$ cat src/sv/basr_pkg.sv
// Shared types and constants for the ADC serial reader.
`timescale 1ns / 1ps

package basr_pkg;

  // Register indexes on the configuration port
  localparam int unsigned CFG_ADDR_W      = 1;
  localparam logic [CFG_ADDR_W-1:0] REG_HALF_PERIOD  = 1'd0;
  localparam logic [CFG_ADDR_W-1:0] REG_READY_POLLS  = 1'd1;

  localparam int unsigned HALF_W   = 16;
  localparam int unsigned POLL_W   = 20;
  localparam int unsigned CFG_W    = 20;
  localparam int unsigned BITCNT_W = 5;
  localparam int unsigned SAMPLE_W = 24;

  localparam logic [HALF_W-1:0] HALF_RESET = 16'd100;
  localparam logic [POLL_W-1:0] POLLS_RESET = 20'd500000;

  typedef enum logic [6:0] {
    PH_IDLE    = 7'b0000001,
    PH_POLL    = 7'b0000010,
    PH_CONFIRM = 7'b0000100,
    PH_HIGH    = 7'b0001000,
    PH_LOW     = 7'b0010000,
    PH_XHIGH   = 7'b0100000,
    PH_XLOW    = 7'b1000000
  } phase_t;

endpackage

$ cat src/sv/bridge_adc_serial_reader.sv
// Top level: tick-driven serial reader for a 24-bit load-cell converter.
// The result word is registered and offered in the cycle after its input word is accepted.
// Throughput: one word per cycle while the result channel takes words; the sequencer
//   and the half-period counter update in the same cycle the input word is accepted.
// Reset (rst_n low, synchronous): sequencer idle, counters and sample cleared,
//   half period 100 ticks, ready timeout 500000 polls, output channel empty.
`timescale 1ns / 1ps

module bridge_adc_serial_reader #(
  parameter int unsigned DATA_BITS = 24
) (
  input  logic        clk,
  input  logic        rst_n,
  // input channel, one word per clock tick of the pin interface
  input  logic        in_tvalid,
  output logic        in_tready,
  input  logic [7:0]  in_tdata,   // [0] start_req, [1] dout_level, [7:2] zero
  // result channel, one word per input word
  output logic        out_tvalid,
  input  logic        out_tready,
  output logic [31:0] out_tdata,  // [0] sck_level, [1] busy_res, [2] sample_valid,
                                  // [26:3] sample_word, [27] ready_timeout, [31:28] zero
  // configuration write port
  input  logic                             cfg_we,
  input  logic [basr_pkg::CFG_ADDR_W-1:0]  cfg_addr,
  input  logic [basr_pkg::CFG_W-1:0]       cfg_wdata
);

  // Word width used to apply the offset-binary flip before keeping 24 bits
  localparam int unsigned EXT_W = (DATA_BITS > basr_pkg::SAMPLE_W) ?
                                  DATA_BITS : basr_pkg::SAMPLE_W;

  // ---------------------------------------------------------------------------
  // Configuration registers
  // ---------------------------------------------------------------------------
  logic [basr_pkg::HALF_W-1:0] half_period_r;
  logic [basr_pkg::POLL_W-1:0] ready_polls_r;

  always_ff @(posedge clk) begin
    if (!rst_n) begin
      half_period_r <= basr_pkg::HALF_RESET;
      ready_polls_r <= basr_pkg::POLLS_RESET;
    end else if (cfg_we) begin
      unique case (cfg_addr)
        basr_pkg::REG_HALF_PERIOD: half_period_r <= cfg_wdata[basr_pkg::HALF_W-1:0];
        basr_pkg::REG_READY_POLLS: ready_polls_r <= cfg_wdata[basr_pkg::POLL_W-1:0];
        default: ;
      endcase
    end
  end

  // ---------------------------------------------------------------------------
  // Sequencer state
  // ---------------------------------------------------------------------------
  basr_pkg::phase_t              phase_r,   phase_nxt;
  logic [basr_pkg::HALF_W-1:0]   tick_r,    tick_nxt;
  logic [basr_pkg::POLL_W-1:0]   poll_r,    poll_nxt;
  logic [basr_pkg::BITCNT_W-1:0] bitcnt_r,  bitcnt_nxt;
  logic [DATA_BITS-1:0]          shift_r,   shift_nxt;
  logic                          tmo_r,     tmo_nxt;

  // Output register (skid between the two sides)
  logic        out_valid_r;
  logic [31:0] out_data_r, out_data_nxt;

  logic in_fire;
  assign in_tready = !out_valid_r || out_tready;
  assign in_fire   = in_tvalid && in_tready;

  logic start_req, dout_level;
  assign start_req  = in_tdata[0];
  assign dout_level = in_tdata[1];

  // Half-period counter: hp of zero behaves as one tick
  logic [basr_pkg::HALF_W-1:0] hp_eff;
  logic [basr_pkg::HALF_W:0]   tick_inc;
  logic                        half_done;
  assign hp_eff    = (half_period_r == '0) ? basr_pkg::HALF_W'(1) : half_period_r;
  assign tick_inc  = {1'b0, tick_r} + 1'b1;
  assign half_done = (tick_inc >= {1'b0, hp_eff});

  // Failed poll bookkeeping
  logic [basr_pkg::POLL_W-1:0] poll_inc;
  logic                        poll_expired;
  assign poll_inc     = poll_r + 1'b1;
  assign poll_expired = (poll_inc >= ready_polls_r);

  // Bit shifted in on the first low tick
  logic [DATA_BITS-1:0]          shift_in;
  logic [basr_pkg::BITCNT_W-1:0] bitcnt_inc;
  logic                          last_bit;
  assign shift_in   = {shift_r[DATA_BITS-2:0], dout_level};
  assign bitcnt_inc = bitcnt_r + 1'b1;

  // Result word: top data bit inverted, low 24 bits kept
  logic [EXT_W-1:0]              word_ext;
  logic [basr_pkg::SAMPLE_W-1:0] word_out;
  assign word_ext = EXT_W'(shift_r) ^ (EXT_W'(1) << (DATA_BITS - 1));
  assign word_out = word_ext[basr_pkg::SAMPLE_W-1:0];

  logic sck, busy, smp_valid, smp_tmo;

  always_comb begin
    phase_nxt  = phase_r;
    tick_nxt   = tick_r;
    poll_nxt   = poll_r;
    bitcnt_nxt = bitcnt_r;
    shift_nxt  = shift_r;
    tmo_nxt    = tmo_r;
    smp_valid  = 1'b0;
    smp_tmo    = 1'b0;
    last_bit   = 1'b0;

    // pin and busy levels follow the phase at the start of the tick
    sck  = (phase_r == basr_pkg::PH_HIGH) || (phase_r == basr_pkg::PH_XHIGH);
    busy = (phase_r != basr_pkg::PH_IDLE);

    unique case (phase_r)
      basr_pkg::PH_POLL: begin
        if (!dout_level) begin
          phase_nxt = basr_pkg::PH_CONFIRM;
          tick_nxt  = '0;
        end else begin
          poll_nxt = poll_inc;
          if (poll_expired) begin
            tmo_nxt    = 1'b1;
            phase_nxt  = basr_pkg::PH_HIGH;
            tick_nxt   = '0;
            bitcnt_nxt = '0;
            shift_nxt  = '0;
          end
        end
      end
      basr_pkg::PH_CONFIRM: begin
        tick_nxt = half_done ? '0 : tick_inc[basr_pkg::HALF_W-1:0];
        if (half_done) begin
          if (!dout_level || poll_expired) begin
            // ready confirmed, or the failed recheck used up the poll budget
            tmo_nxt    = tmo_r | dout_level;
            phase_nxt  = basr_pkg::PH_HIGH;
            tick_nxt   = '0;
            bitcnt_nxt = '0;
            shift_nxt  = '0;
          end else begin
            phase_nxt = basr_pkg::PH_POLL;
          end
          if (dout_level) begin
            poll_nxt = poll_inc;
          end
        end
      end
      basr_pkg::PH_HIGH: begin
        tick_nxt = half_done ? '0 : tick_inc[basr_pkg::HALF_W-1:0];
        if (half_done) begin
          phase_nxt = basr_pkg::PH_LOW;
        end
      end
      basr_pkg::PH_LOW: begin
        if (tick_r == '0) begin
          shift_nxt  = shift_in;
          bitcnt_nxt = bitcnt_inc;
        end
        last_bit = ({1'b0, bitcnt_nxt} >= (basr_pkg::BITCNT_W + 1)'(DATA_BITS)) ||
                   (bitcnt_nxt == '0);
        tick_nxt = half_done ? '0 : tick_inc[basr_pkg::HALF_W-1:0];
        if (half_done) begin
          phase_nxt = last_bit ? basr_pkg::PH_XHIGH : basr_pkg::PH_HIGH;
        end
      end
      basr_pkg::PH_XHIGH: begin
        tick_nxt = half_done ? '0 : tick_inc[basr_pkg::HALF_W-1:0];
        if (half_done) begin
          phase_nxt = basr_pkg::PH_XLOW;
        end
      end
      basr_pkg::PH_XLOW: begin
        tick_nxt = half_done ? '0 : tick_inc[basr_pkg::HALF_W-1:0];
        if (half_done) begin
          smp_valid = 1'b1;
          smp_tmo   = tmo_r;
          phase_nxt = basr_pkg::PH_IDLE;
        end
      end
      default: begin
        phase_nxt = basr_pkg::PH_IDLE;
        if (start_req) begin
          phase_nxt  = basr_pkg::PH_POLL;
          tick_nxt   = '0;
          poll_nxt   = '0;
          bitcnt_nxt = '0;
          shift_nxt  = '0;
          tmo_nxt    = 1'b0;
        end
      end
    endcase

    out_data_nxt = {4'd0, smp_tmo,
                    smp_valid ? word_out : {basr_pkg::SAMPLE_W{1'b0}},
                    smp_valid, busy, sck};
  end

  always_ff @(posedge clk) begin
    if (!rst_n) begin
      phase_r     <= basr_pkg::PH_IDLE;
      tick_r      <= '0;
      poll_r      <= '0;
      bitcnt_r    <= '0;
      shift_r     <= '0;
      tmo_r       <= 1'b0;
      out_valid_r <= 1'b0;
    end else begin
      if (in_fire) begin
        phase_r  <= phase_nxt;
        tick_r   <= tick_nxt;
        poll_r   <= poll_nxt;
        bitcnt_r <= bitcnt_nxt;
        shift_r  <= shift_nxt;
        tmo_r    <= tmo_nxt;
      end
      if (in_fire) begin
        out_valid_r <= 1'b1;
      end else if (out_tready) begin
        out_valid_r <= 1'b0;
      end
    end
  end

  // payload register, no reset needed
  always_ff @(posedge clk) begin
    if (in_fire) begin
      out_data_r <= out_data_nxt;
    end
  end

  assign out_tvalid = out_valid_r;
  assign out_tdata  = out_data_r;

endmodule
$ cat config.mk
export PLATFORM = sky130hd
export DESIGN_NAME = bridge_adc_serial_reader
export DESIGN_NICKNAME = d
export VERILOG_FILES = /design/src/sv/basr_pkg.sv /design/src/sv/bridge_adc_serial_reader.sv
export SDC_FILE = /design/constraint.sdc
export NUM_CORES = 1
export LEC_CHECK = 0
export BUFFER_PORTS_ARGS = -buffer_cell sky130_fd_sc_hd__buf_4
export CAP_MARGIN = 25
export CORE_UTILIZATION = 55
export DETAILED_ROUTE_END_ITERATION = 12
export GPL_TIMING_DRIVEN = 0
export HOLD_SLACK_MARGIN = 0.1
export PLACE_DENSITY = 0.79
export RECOVER_POWER = 100
export SLEW_MARGIN = 30
export SYNTH_ARGS = -nofsm -noshare
export SYNTH_HDL_FRONTEND = slang
export SYNTH_SLANG_ARGS = --single-unit
export TNS_END_PERCENT = 5
$ cat constraint.sdc
create_clock -name clk -period 7.4 [get_ports clk]
set_clock_uncertainty 0.1 [all_clocks]
set_input_delay 0 -clock clk [delete_from_list [all_inputs] [get_ports clk]]
set_output_delay 0 -clock clk [all_outputs]
set_load 0.01 [all_outputs]
== Yosys cells after proc, flatten, opt, wreduce, memory -nomap -nowiden ==
Index checks and enable logic that the tools add are counted.
Word-level totals
  register bits: 138
  bits of input ports: 34
  logic and storage cells: 113
Operators by class
  add/subtract/negate cells: 3
  magnitude comparators: 3
  equal/unequal tests: 17
  mux-type cells: 48
  bitwise gates (word level): 5
  reduce and logical (&&, ||, !) cells: 25
Operators by type and width (number)
  $mux 24: 6
  $mux 16: 7
  $pmux 24 s4: 1
  $mux 20: 3
  $pmux 20 s3: 1
  $mux 7: 7
  $pmux 16 s3: 1
  $pmux 7 s6: 1
  $mux 5: 7
  $logic_not 16->1: 2
  $reduce_and 7->1: 3
  $add 20x1->20 const B: 1
  $ge 20x20->1: 1
  $pmux 5 s4: 1
  $ne 2x2->1 const B: 9
  $add 16x1->17 const B: 1
  $ge 17x16->1: 1
  $mux 1: 9
  $reduce_and 8->1: 1
  $reduce_bool 4->1: 2
  $eq 7x2->1 const B: 1
  $eq 7x3->1 const B: 1
  $eq 7x4->1 const B: 1
  $eq 7x5->1 const B: 1
  other kinds (23): 32

== Logic depth before layout (Yosys ltp) ==
  depth in word-level cells: 8
  depth in mapped cells: 18

== Worst setup path before layout ==
Ideal clock, no wire load.
  path type: register to register
  from: register poll_r[2] (netlist name)
  to: register shift_r[14]
  setup time: 0.072 ns
  data arrival time: 3.791 ns
  setup slack: 3.437 ns
  cell stages (with the launch flop): 19
  clock period less this slack: 3.963 ns
  cell sequence: dfxtp_1 -> and3_1 -> buf_2 -> nand4_1 -> nor2_2 -> nand3_1 -> or3_1 -> xor2_1 -> inv_1 -> ha_1 -> and4_4 -> nand2_1 -> or3_4 -> o2111ai_2 -> o311ai_1 -> a2111oi_2 -> buf_6 -> buf_12 -> mux2i_1
On the way
  word-level cells in the longest chain between the ends: 5
  elaborated cells on any way between the ends: 6
RTL lines
  start: declaration: line bridge_adc_serial_reader.sv:57  | logic [basr_pkg::POLL_W-1:0] poll_r, poll_nxt;
  start signal: assignment: line bridge_adc_serial_reader.sv:215  | poll_r <= poll_nxt;
  $add 20x1->20 *: line bridge_adc_serial_reader.sv:85  | assign poll_inc = poll_r + 1'b1;
  $ge 20x20->1 *: line bridge_adc_serial_reader.sv:86  | assign poll_expired = (poll_inc >= ready_polls_r);
  $logic_or 1x1->1: line bridge_adc_serial_reader.sv:137  | if (!dout_level || poll_expired) begin
  $ne 2x2->1 (no source line)
  $reduce_and 8->1 (no source line) *
  end signal: assignment: line bridge_adc_serial_reader.sv:217  | shift_r <= shift_nxt;
  end: declaration: line bridge_adc_serial_reader.sv:59  | logic [DATA_BITS-1:0] shift_r, shift_nxt;
Mark *: on every way between the ends. The rest lies on a longest branch, timed or not.
A chain may end at the register's enable or synchronous reset.

== Final worst setup path ==
  from: register poll_r[2] (netlist name)
  to: register shift_r[19]
Same word-level chain as after synthesis.

==> impl_metrics.py <==
metrics = {
    "run_status": {
        "outcome": "complete, no violations",
    },
    "finish": {
        "layout_common_cells": "151 x nand2_1, 110 x dfxtp_1, 75 x clkbuf_1",
        "multi_input_area_um2": 3880,
        "fill_cells": 1091,
        "fin_nets": 1057,
        "final_core_util": 0.662,
        "layout_commonest_cell": "nand2_1",
        "seqCellArea_um2": 3040,
        "area_growth_pct": 17.7,
        "final_layout_size_suffix_gt1_frac": 0.0763,
    },
    "floorplan": {
        "die_width_um": 118,
        "core_area_um2": 13200,
        "die_area_um2": 14000,
        "pin_count": 68,
        "start_util": 0.562,
        "rows": 42,
        "die_h_um": 118,
    },
    "sta": {
        "timing.hold.ws_ps": 254,
        "final.setup.tns_ps": 0,
        "hold_viol_final": 0,
        "maxSlewViolCount": 0,
        "max_freq_ghz": 0.176,
        "tightest_slew_ps": 1210,
        "period_needed_ps": 5670,
        "slew_headroom": 0.190,
        "setup_viol": 0,
        "period_share": 0.766,
        "rsz0062_at_grt": "no",
    },
    "worst_setup_path": {
        "reg2reg_slack_ps": 1730,
        "r2r_start": "poll_r[2]$_SDFFE_PN0P_",
        "cp-end-kind": "flop",
        "crit_path_cell_trace": "and3_1, clkbuf_1, nand4_1, nor2_1, nand3_1, or3_1, xor2_1, inv_1, ha_1, and4_1, nand2_1, or3_1, o2111ai_2, o311ai_1, a2111oi_0, clkbuf_1, clkbuf_1, mux2i_1",
        "cp_num_buf_inv": 4,
        "crit_path_top_delay_cell": "clkbuf_1",
        "rr_endpoint": "shift_r[19]$_SDFFE_PN0P_",
        "slowest_delay_ps": 610,
        "critPathLaunchType": "flop",
        "crit_top_cell": "clkbuf_1",
        "path_delay_family": "simple AND/OR/NAND/NOR gates",
        "crit_fanout": 10,
        "crit_arrival_ps": 5910,
        "reg2reg_depth": 18,
        "criticalPathCategory": "reg -> reg",
        "required_ps": 7640,
    },
    "clock_network": {
        "post-cts-setup-buffers": 0,
        "clk_root_buffer_cell": "clkbuf_16",
        "clkSinkCount": 138,
        "ctsResizeCount": 0,
        "cts_buffers": 17,
        "cts_tree": "built",
        "clk_pin_slew_ps": 60,
        "clock_latency_ps": 430,
        "clk_path_buf_depth": 2,
        "cts_max_level": 4,
    },
    "min_path": {
        "hold_path.class": "in -> reg",
        "hold_path_depth": 4,
        "min_from": "cfg_wdata[16]",
        "worst_hold_path.endpoint": "ready_polls_r[16]$_SDFFE_PN1P_",
    },
    "route": {
        "drt_pass1_iterations": 4,
        "detail_route.vias_per_cell": 5.62,
        "ant_nets": 0,
        "wl_mm": 18.1,
        "drt-initial-drc-count": 422,
        "vias": 6590,
        "drc_errors": 0,
        "wire_per_inst_um": 15.4,
    },
    "logic_synthesis": {
        "ys_dominant_reg_cell": "dfxtp_1",
        "synthCells": 876,
        "ys_seq_elements": 138,
        "yosys_warnings": 0,
        "netlist_area_um2": 7420,
        "synth_edf_count": 28,
        "synthArstFlopShare": 0,
        "ys_seq_area_frac": 0.410,
        "synth_cell_type_count": 68,
        "synth_area_per_cell_um2": 8.47,
    },
    "power_and_ir_drop": {
        "power.density_nw_per_um2": 199,
        "p_leak_uw": 0.00346,
        "max-vdd-ir-drop_mv": 0.155,
    },
    "global_routing": {
        "overflow": 0,
        "grt_pass1_wl_mm": 29.8,
        "grt_pass1_vias": 6147,
        "grt_max_degree": 35,
        "antenna_found_initial": 1,
        "grt_use_total": 0.267,
    },
    "placed_design": {
        "hpwlAfterDp_mm": 12.3,
        "gp_congestion": 0.873,
        "portBuffers": 56,
    },
    "run": {
        "drv_cap": 0,
    },
}
## kinds of logic after synthesis
kind of cell | after synthesis | synth area share
simple gates | 363 | 0.245
compound gates | 167 | 0.140
flops | 138 | 0.410
buf+inv | 109 | 0.0639
fa+ha+maj | 40 | 0.0675
xor+xnor | 33 | 0.0390
mux | 25 | 0.0337
other cells | 1 | 0.000506
## registers in the layout, indices dropped and copies added, names as in the netlist
register,count
ready_polls_r,20
bitcnt_r,5
half_period_r,16
tick_r,16
out_tdata,28
shift_r,24
tmo_r,1
out_tvalid,1
phase_r,7
poll_r,20
## synthesized netlist by cell type, types with 3 or more instances
master	instances	area [µm²]
a311oi_1	3	26.3
dfxtp_1	110	2200
a31oi_1	5	31.3
or4_1	8	60.1
nand2_1	151	567
o211ai_1	16	120
edfxtp_1	28	841
inv_1	53	199
ha_1	40	500
nand4_1	12	75.1
nand4b_1	7	61.3
and4_1	6	52.6
nand3_1	61	305
o22ai_1	13	81.3
nor3_1	9	45.0
buf_1	5	18.8
nor2b_1	9	56.3
buf_2	6	30.0
or3_1	12	75.1
nor4_1	9	56.3
xor2_1	17	149
nor2_1	29	109
and3_1	29	181
buf_4	4	30.0
a211oi_1	5	37.5
a21oi_1	67	335
or2_2	3	18.8
and2_1	3	18.8
nand2b_1	3	18.8
clkbuf_1	36	135
xnor2_1	16	140
mux2i_1	25	250
o21ai_0	33	165
## how the worst max path moves through the flow
stage,start,endpoint,depth (start not counted)
after CTS,poll_r[2]$_SDFFE_PN0P_,tick_r[10]$_SDFFE_PN0P_,16
after floorplan,poll_r[2]$_SDFFE_PN0P_,shift_r[14]$_SDFFE_PN0P_,18
final,poll_r[2]$_SDFFE_PN0P_,shift_r[19]$_SDFFE_PN0P_,18
after global placement,poll_r[2]$_SDFFE_PN0P_,tick_r[10]$_SDFFE_PN0P_,17
after global routing,poll_r[2]$_SDFFE_PN0P_,shift_r[19]$_SDFFE_PN0P_,18
after detailed placement,poll_r[0]$_SDFFE_PN0P_,tick_r[4]$_SDFFE_PN0P_,16
## cell type report
cell class                 instances  share of cell area
inverter                          53              0.0228
timing repair buffer              85              0.0685
buffer                            56              0.0265
clock buffer                      17              0.0487
multi-input combinational        632               0.444
clock inverter                    15              0.0152
tap                              176              0.0252
sequential                       138               0.349
antenna                            1            0.000287
## metal layers
layer	up-vias	share of wire	GRT usage	wire length [µm]
met3	35	0.051	0.0489	923
met5	-	0	0	0
met2	179	0.47	0.440	8460
met4	0	0.024	0.112	427
met1	3052	0.46	0.344	8280
li1	3324	-	-	-
## stage by stage
| stage | worst slack (ps) | instances | instance area (µm²) | power, µW |
|---|---|---|---|---|
| 5_1_grt | 1360 | 1173 | 8730 | 1780 |
| 3_3_place_gp | 2870 | 1111 | 8070 | 942 |
| 2_1_floorplan | 3440 | 879 | 7430 | 892 |
| 3_5_place_dp | 2860 | 1111 | 8070 | 943 |
| 4_1_cts | 2820 | 1172 | 8920 | 1750 |
| 6_report | 1730 | 1173 | 8730 | 1740 |
## tightest hold or removal path, delay by kind of cell
kind                   cells  cell delay (ps)
AOI/OAI and AO/OA          1               80
and+or+nand+nor            1               40
buffers and inverters      2              630
## power by group
| group | internal (µW) | switching (µW) | leakage, µW |
|---|---|---|---|
| sequential | 786 | 9.09 | 0.00117 |
| combinational | 52.0 | 85.6 | 0.00202 |
| clock | 441 | 363 | 0.000271 |
## repair_timing
item,4_1_cts,5_1_grt
setup endpoints to repair,0,0
hold buffers,29,0
hold endpoints to repair,54,0
No activity file was read; power rests on OpenSTA's default activity.
